==> config.mk <==
export PLATFORM = sky130hd
export DESIGN_NAME = gdfw_ctrl
export DESIGN_NICKNAME = d
export VERILOG_FILES = /design/src/rtl/core/gdfw_pkg.sv /design/src/rtl/core/gdfw_ctrl.sv
export SDC_FILE = /design/constraint.sdc
export NUM_CORES = 1
export LEC_CHECK = 0
export ABC_AREA = 1
export BUFFER_PORTS_ARGS = -buffer_cell sky130_fd_sc_hd__buf_4
export CAP_MARGIN = 20
export CORE_AREA = 2 2 39 41
export CTS_BUF_LIST = sky130_fd_sc_hd__clkbuf_4 sky130_fd_sc_hd__clkbuf_8
export CTS_CLUSTER_DIAMETER = 30
export DETAILED_ROUTE_END_ITERATION = 8
export DIE_AREA = 0 0 41 43
export GPL_TIMING_DRIVEN = 1
export PLACE_DENSITY = 0.54
export SLEW_MARGIN = 15
export SYNTH_ARGS = -nofsm -noshare
export SYNTH_HDL_FRONTEND = slang
export SYNTH_SLANG_ARGS = --single-unit
export TNS_END_PERCENT = 1
==> constraint.sdc <==
create_clock -name clk_i -period 1 [get_ports clk_i]
set_input_delay 0 -clock clk_i [delete_from_list [all_inputs] [get_ports clk_i]]
set_output_delay 0 -clock clk_i [all_outputs]
set_load 0.01 [all_outputs]
==> src/rtl/core/gdfw_pkg.sv <==
package gdfw_pkg;

  localparam int unsigned MAX_VERTICES_DEF = 32;
  localparam int unsigned NODE_SLOTS_DEF   = 256;

  localparam int unsigned VTX_W = 5;   // vertex field width
  localparam int unsigned CFG_W = 6;   // vertex_count register width
  localparam int unsigned CNT_W = 7;   // clamped vertex count, at most MAX_VERTICES

  localparam logic [CFG_W-1:0] VERTEX_COUNT_RESET = 6'd32;

  localparam logic [1:0] CMD_ADD    = 2'd0;
  localparam logic [1:0] CMD_SEARCH = 2'd1;
  localparam logic [1:0] CMD_CLEAR  = 2'd2;

  typedef enum logic [2:0] {
    RS_VISIT      = 3'd0,
    RS_EDGE_ADDED = 3'd1,
    RS_FULL       = 3'd2,
    RS_BAD_VERTEX = 3'd3,
    RS_CLEARED    = 3'd4
  } status_e;

  typedef struct packed {
    logic [1:0]       command;
    logic [VTX_W-1:0] first_vertex;
    logic [VTX_W-1:0] second_vertex;
  } cmd_t;

  typedef struct packed {
    logic [VTX_W-1:0] vertex;
    status_e          status;
    logic             last;
  } res_t;

  typedef enum logic [2:0] {
    S_IDLE,
    S_DECODE,
    S_ADD2,
    S_WALK,
    S_FETCH
  } state_e;

  typedef enum logic [3:0] {
    OP_NONE,
    OP_CLEAR,
    OP_BAD,
    OP_FULL,
    OP_ADD_A,
    OP_ADD_B,
    OP_VISIT_START,
    OP_POP,
    OP_READ,
    OP_STEP,
    OP_FINISH
  } op_e;

  typedef struct packed {
    logic load;
    op_e  op;
  } ctrl_t;

  typedef struct packed {
    logic [1:0] cmd;
    logic       bad_a;
    logic       bad_ab;
    logic       full;
    logic       level_zero;
    logic       cur_ok;
  } stat_t;

endpackage

==> src/rtl/core/gdfw_ctrl.sv <==
module gdfw_ctrl (
  input  logic            clk_i,
  input  logic            rst_ni,
  input  logic            start,
  output logic            busy,
  input  gdfw_pkg::stat_t stat_i,
  output gdfw_pkg::ctrl_t ctrl_o
);

  gdfw_pkg::state_e state_q, state_d;

  always_ff @(posedge clk_i or negedge rst_ni) begin
    if (!rst_ni) begin
      state_q <= gdfw_pkg::S_IDLE;
    end else begin
      state_q <= state_d;
    end
  end

  always_comb begin
    state_d = state_q;
    unique case (state_q)
      gdfw_pkg::S_IDLE: begin
        if (start) state_d = gdfw_pkg::S_DECODE;
      end
      gdfw_pkg::S_DECODE: begin
        state_d = gdfw_pkg::S_IDLE;
        if (stat_i.cmd == gdfw_pkg::CMD_ADD && !stat_i.bad_ab && !stat_i.full) begin
          state_d = gdfw_pkg::S_ADD2;
        end else if (stat_i.cmd == gdfw_pkg::CMD_SEARCH && !stat_i.bad_a) begin
          state_d = gdfw_pkg::S_WALK;
        end
      end
      gdfw_pkg::S_ADD2: state_d = gdfw_pkg::S_IDLE;
      gdfw_pkg::S_WALK: begin
        if (stat_i.level_zero) state_d = gdfw_pkg::S_IDLE;
        else if (stat_i.cur_ok) state_d = gdfw_pkg::S_FETCH;
      end
      gdfw_pkg::S_FETCH: state_d = gdfw_pkg::S_WALK;
      default: state_d = gdfw_pkg::S_IDLE;
    endcase
  end

  always_comb begin
    ctrl_o.load = 1'b0;
    ctrl_o.op   = gdfw_pkg::OP_NONE;
    unique case (state_q)
      gdfw_pkg::S_IDLE: ctrl_o.load = start;
      gdfw_pkg::S_DECODE: begin
        unique case (stat_i.cmd)
          gdfw_pkg::CMD_CLEAR: ctrl_o.op = gdfw_pkg::OP_CLEAR;
          gdfw_pkg::CMD_ADD: begin
            if (stat_i.bad_ab) ctrl_o.op = gdfw_pkg::OP_BAD;
            else if (stat_i.full) ctrl_o.op = gdfw_pkg::OP_FULL;
            else ctrl_o.op = gdfw_pkg::OP_ADD_A;
          end
          gdfw_pkg::CMD_SEARCH: begin
            if (stat_i.bad_a) ctrl_o.op = gdfw_pkg::OP_BAD;
            else ctrl_o.op = gdfw_pkg::OP_VISIT_START;
          end
          default: ctrl_o.op = gdfw_pkg::OP_NONE;
        endcase
      end
      gdfw_pkg::S_ADD2: ctrl_o.op = gdfw_pkg::OP_ADD_B;
      gdfw_pkg::S_WALK: begin
        if (stat_i.level_zero) ctrl_o.op = gdfw_pkg::OP_FINISH;
        else if (stat_i.cur_ok) ctrl_o.op = gdfw_pkg::OP_READ;
        else ctrl_o.op = gdfw_pkg::OP_POP;
      end
      gdfw_pkg::S_FETCH: ctrl_o.op = gdfw_pkg::OP_STEP;
      default: ctrl_o.op = gdfw_pkg::OP_NONE;
    endcase
  end

  assign busy = (state_q != gdfw_pkg::S_IDLE);

endmodule

## Yosys cells after proc, flatten, opt, wreduce, memory -nomap -nowiden

Cells that the tools add are included.

- Register bits: 3
- Latch bits: 0
- Memories: 0
- Memory bits (writable): 0
- Word-level logic and storage cells: 33
- Input bits: 10
- Memory bits (read-only): 0

- $lt $le $gt $ge: 0
- Eq/ne operators: 8
- Multipliers: 0
- Bitwise logic cells: 0
- Divide/modulo/power cells: 0
- Shift-type cells: 0
- Reductions and logical operators: 10
- Add/subtract/negate cells: 0
- Muxes and demuxes: 14

Operators with widths:

| kind | count |
|---|---|
| $mux 3 | 6 |
| $pmux 4 s4 | 1 |
| $pmux 3 s4 | 1 |
| $pmux 3 s3 | 1 |
| $mux 4 | 2 |
| $eq 3x2->1 const B | 2 |
| $mux 2 | 2 |
| $eq 3x1->1 const B | 1 |
| $eq 3x3->1 const B | 1 |
| $logic_and 1x1->1 | 3 |
| $logic_not 1->1 | 3 |
| $logic_not 3->1 | 1 |
| $ne 3x3->1 const B | 1 |
| $reduce_bool 3->1 | 1 |
| $eq 2x1->1 const B | 1 |
| $eq 2x2->1 const B | 1 |
| $logic_not 2->1 | 1 |
| $ne 2x2->1 const B | 1 |
| $reduce_and 2->1 | 1 |
| $mux 1 | 1 |

## Depth between registers and ports, before layout

- Depth in word-level cells: 5
- Gate-level depth with buffers: 7
- Depth with buffers taken out: 7

## Worst setup path before layout

OpenSTA, ideal clock, no wires.

- Kind: flip-flop to flip-flop
- From: register state_q[1]
- To: register state_q[0]
- Arrival time: 0.892 ns
- Data required time: 0.884 ns
- Slack: -0.008 ns
- Library setup time: 0.116 ns
- Period minus slack after synthesis: 1.008 ns
- Cell stages (with the launch flop): 7
- Path through: dfrtp_1 nor2_1 nand3_2 nand2_1 inv_1 nand2_1 nand2_1

- Word-level cells in the longest chain between the ends: 3

Ends and longest elaborated chain:

| element | RTL line | source |
|---|---|---|
| start: declaration | gdfw_ctrl.sv:10 | `gdfw_pkg::state_e state_q, state_d;` |
| start signal: assignment | gdfw_ctrl.sv:14 | `state_q <= gdfw_pkg::S_IDLE;` |
| start signal: assignment | gdfw_ctrl.sv:16 | `state_q <= state_d;` |
| $eq 3x2->1 / $logic_not 3->1 (equally long branches) | gdfw_ctrl.sv:22 | `unique case (state_q)` |
| $ne 3x3->1 (no source line) / $ne 2x2->1 (equally long branches) | - |  |
| $reduce_and 2->1 (no source line) | - |  |

Several ways; a longest one is shown, not always the timed one.
A chain may end at the register's enable or synchronous reset.

==> impl_metrics.yaml <==
outcome:
  violations: "setup timing"
  outcome: "finished, violations left"
grt:
  grt_usage_pct: 10.7
  met3_usage_pct: 1.57
  grt.met1_usage_pct: 9.74
  grt_pass1_vias: 339
  grt_pass1_wl_um: 1210
  antenna_found_initial: 0
  grt_max_degree: 6
  grtUsageMet2_pct: 18.1
  globalRoute.busiestLayer: "met2"
  grt_overflow: 0
sta:
  fmax_ghz: 0.836
  worst_pin_slew_ns: 0.287
  finalHoldViolCount: 0
  rsz0062_at_grt: "yes"
  period_share_pct: 120
  finClkSkew_ns: 0.00136
  final_max_slew_viol_count: 0
  layout_min_cycle_time_ns: 1.20
  fin_ws_ns: -0.196
  setup_viol: 9
  maxSlewHeadroom_pct: 80.8
critical_path:
  rr_endpoint: "state_q[0]"
  r2r_cells: 8
  cp_slowest_stage_delay_ns: 0.47
  reg2reg_from: "state_q[2]"
  cp-end-kind: "output pin"
  crit_arrival_ns: 1.20
  r2r_slack_ns: -0.15
  critical_path_required_ns: 1.00
  path_cells: "nor2_4 -> nand2_4 -> o31ai_4 -> buf_4"
  start_kind: "register"
  cp_max_fo: 5
  crit_type: "register to output pin"
  slowest_stage: "dfrtp_2"
final_layout:
  n_fill_cell: 144
  fin_cells: 92
  largest_reg_flops: 3
  area_growth_pct: 121
  reg.largest.list: "state_q x3"
  drive_above_1_share_pct: 61.8
  regMostFlops: "state_q"
  antennaDiodeCount: 0
  nets: 87
cts:
  cts_buffers: 3
  clk_latency_ns: 0.23
  path_clk_slew_ns: 0.04
  cts_sinks: 3
  cts_max_path_buffers: 2
  tritoncts: "built"
  htreeDepth: 1
  cts-root-buf: "clkbuf_4"
detailed_routing:
  drt-total-wl_um: 878
  drt-initial-drc-count: 4
  drc: 0
  first_pass_iters: 4
  dr_total_vias: 385
  vias_per_cell: 4.18
  ant_nets: 0
  routedWlPerCell_um: 9.54
hold_path:
  whs_path_depth: 4
  hold_class: "input port to register"
  hold_start: "stat_i[1]"
  holdPathEnd: "state_q[2]"
synthesis:
  synth_seq_cells: 3
  ys_seq_area_share_pct: 27.6
  synth.yosys.warnings: 0
  synth.net_count: 58
  yosysUniqueCellTypes: 11
  netlist_area_um2: 272
  synthCells: 48
  postSynthAreaPerCell_um2: 5.66
pwr:
  total_power_w: 0.00106
  power.leakage_nw: 0.343
  peakVddDrop_mv: 1.03
  p_per_area_mw_per_mm2: 1770
place:
  dpl.hpwl_um: 582
  pre_cts_ws_ns: -0.0471
  place.gp.congestion: 0.749
  portBuffers: 15
  dp_cells: 82
floorplan:
  die_h_um: 43
  fp-row-count: 14
  start_util_pct: 19.6
  num_io_pins: 16
  coreArea_mm2: 0.00138
  dieArea_mm2: 0.00176
  die_width_um: 41
run:
  drv_cap: 0
## kinds of logic after synthesis
kind of cell	synth area share (%)
compound gates	8.29
simple gates	53.0
flops	27.6
buf+inv	11.1
## placed cells by master (no fill, tap or decap), types with 3 or more instances in the layout
cell	instances
buf_4	19
nand2_1	11
inv_1	7
nand2_2	6
nor2_1	4
clkbuf_4	4
buf_6	4
o21ai_0	3
nand3_2	3
## worst max-delay path, delay by kind of cell, from the launching register on
| family | cells | cell delay (ns) |
|---|---|---|
| compound gates | 1 | 0.06 |
| buf+inv | 1 | 0.15 |
| flops | 1 | 0.47 |
| simple gates | 2 | 0.29 |
## stage by stage
stage          util [%]  TNS, ns  hold slack (ns)  cell area (um2)
3_3_place_gp       31.0  -0.0638           -0.209              429
3_5_place_dp       31.0  -0.0541           -0.210              429
4_1_cts            40.1    -1.18           0.0380              556
5_1_grt            43.3    -1.91           0.0608              599
6_report           43.3    -1.37           0.0639              599
2_1_floorplan         -        0           -0.296              274
## synth_stat cells, drive strengths merged
cell type,instances,area share [%]
dfrtp,3,28
o31ai,1,2.8
nor3,1,1.8
nor2,8,12
nand2,19,28
inv,8,11
o21ai,3,5.5
nand3,5,11
## how the worst max path moves through the flow
stage | to | cells after the start | start
CTS | ctrl_o[1] | 6 | state_q[1]
detailed placement | state_q[0] | 6 | state_q[1]
global placement | state_q[0] | 6 | state_q[1]
global route | ctrl_o[2] | 4 | state_q[1]
finish | ctrl_o[3] | 4 | state_q[1]
floorplan | state_q[0] | 7 | state_q[1]
## power breakdown
part | internal (W) | leakage (nW) | switching, W
combinational | 0.000295 | 0.287 | 0.000302
sequential | 0.000157 | 0.0370 | 0.0000677
clock | 0.000177 | 0.0184 | 0.0000643
## routing by layer
layer	part of all wire [%]	up-vias
met5	0	-
met4	1.6	0
met3	5.8	2
met2	56	11
met1	36	168
li1	-	204
## final cells by class
type	count	area (um2)	area share, %
clock buffers	4	30.0	5.01
inverters	8	30.0	5.01
multi-input cells	37	244	40.7
flip-flops and latches	3	77.6	12.9
well taps	16	20.0	3.34
repair buffers	24	198	33.0
## repair_timing
| item | 4_1_cts | 5_1_grt |
|---|---|---|
| pin swaps | 6 | 6 |
| resized for setup | 18 | 7 |
| hold buffers | 1 | 0 |
| setup endpoints to repair | 7 | 9 |
| hold endpoints to repair | 3 | 0 |
| setup buffers | 4 | 1 |
(Power assumes the default switching activity.)
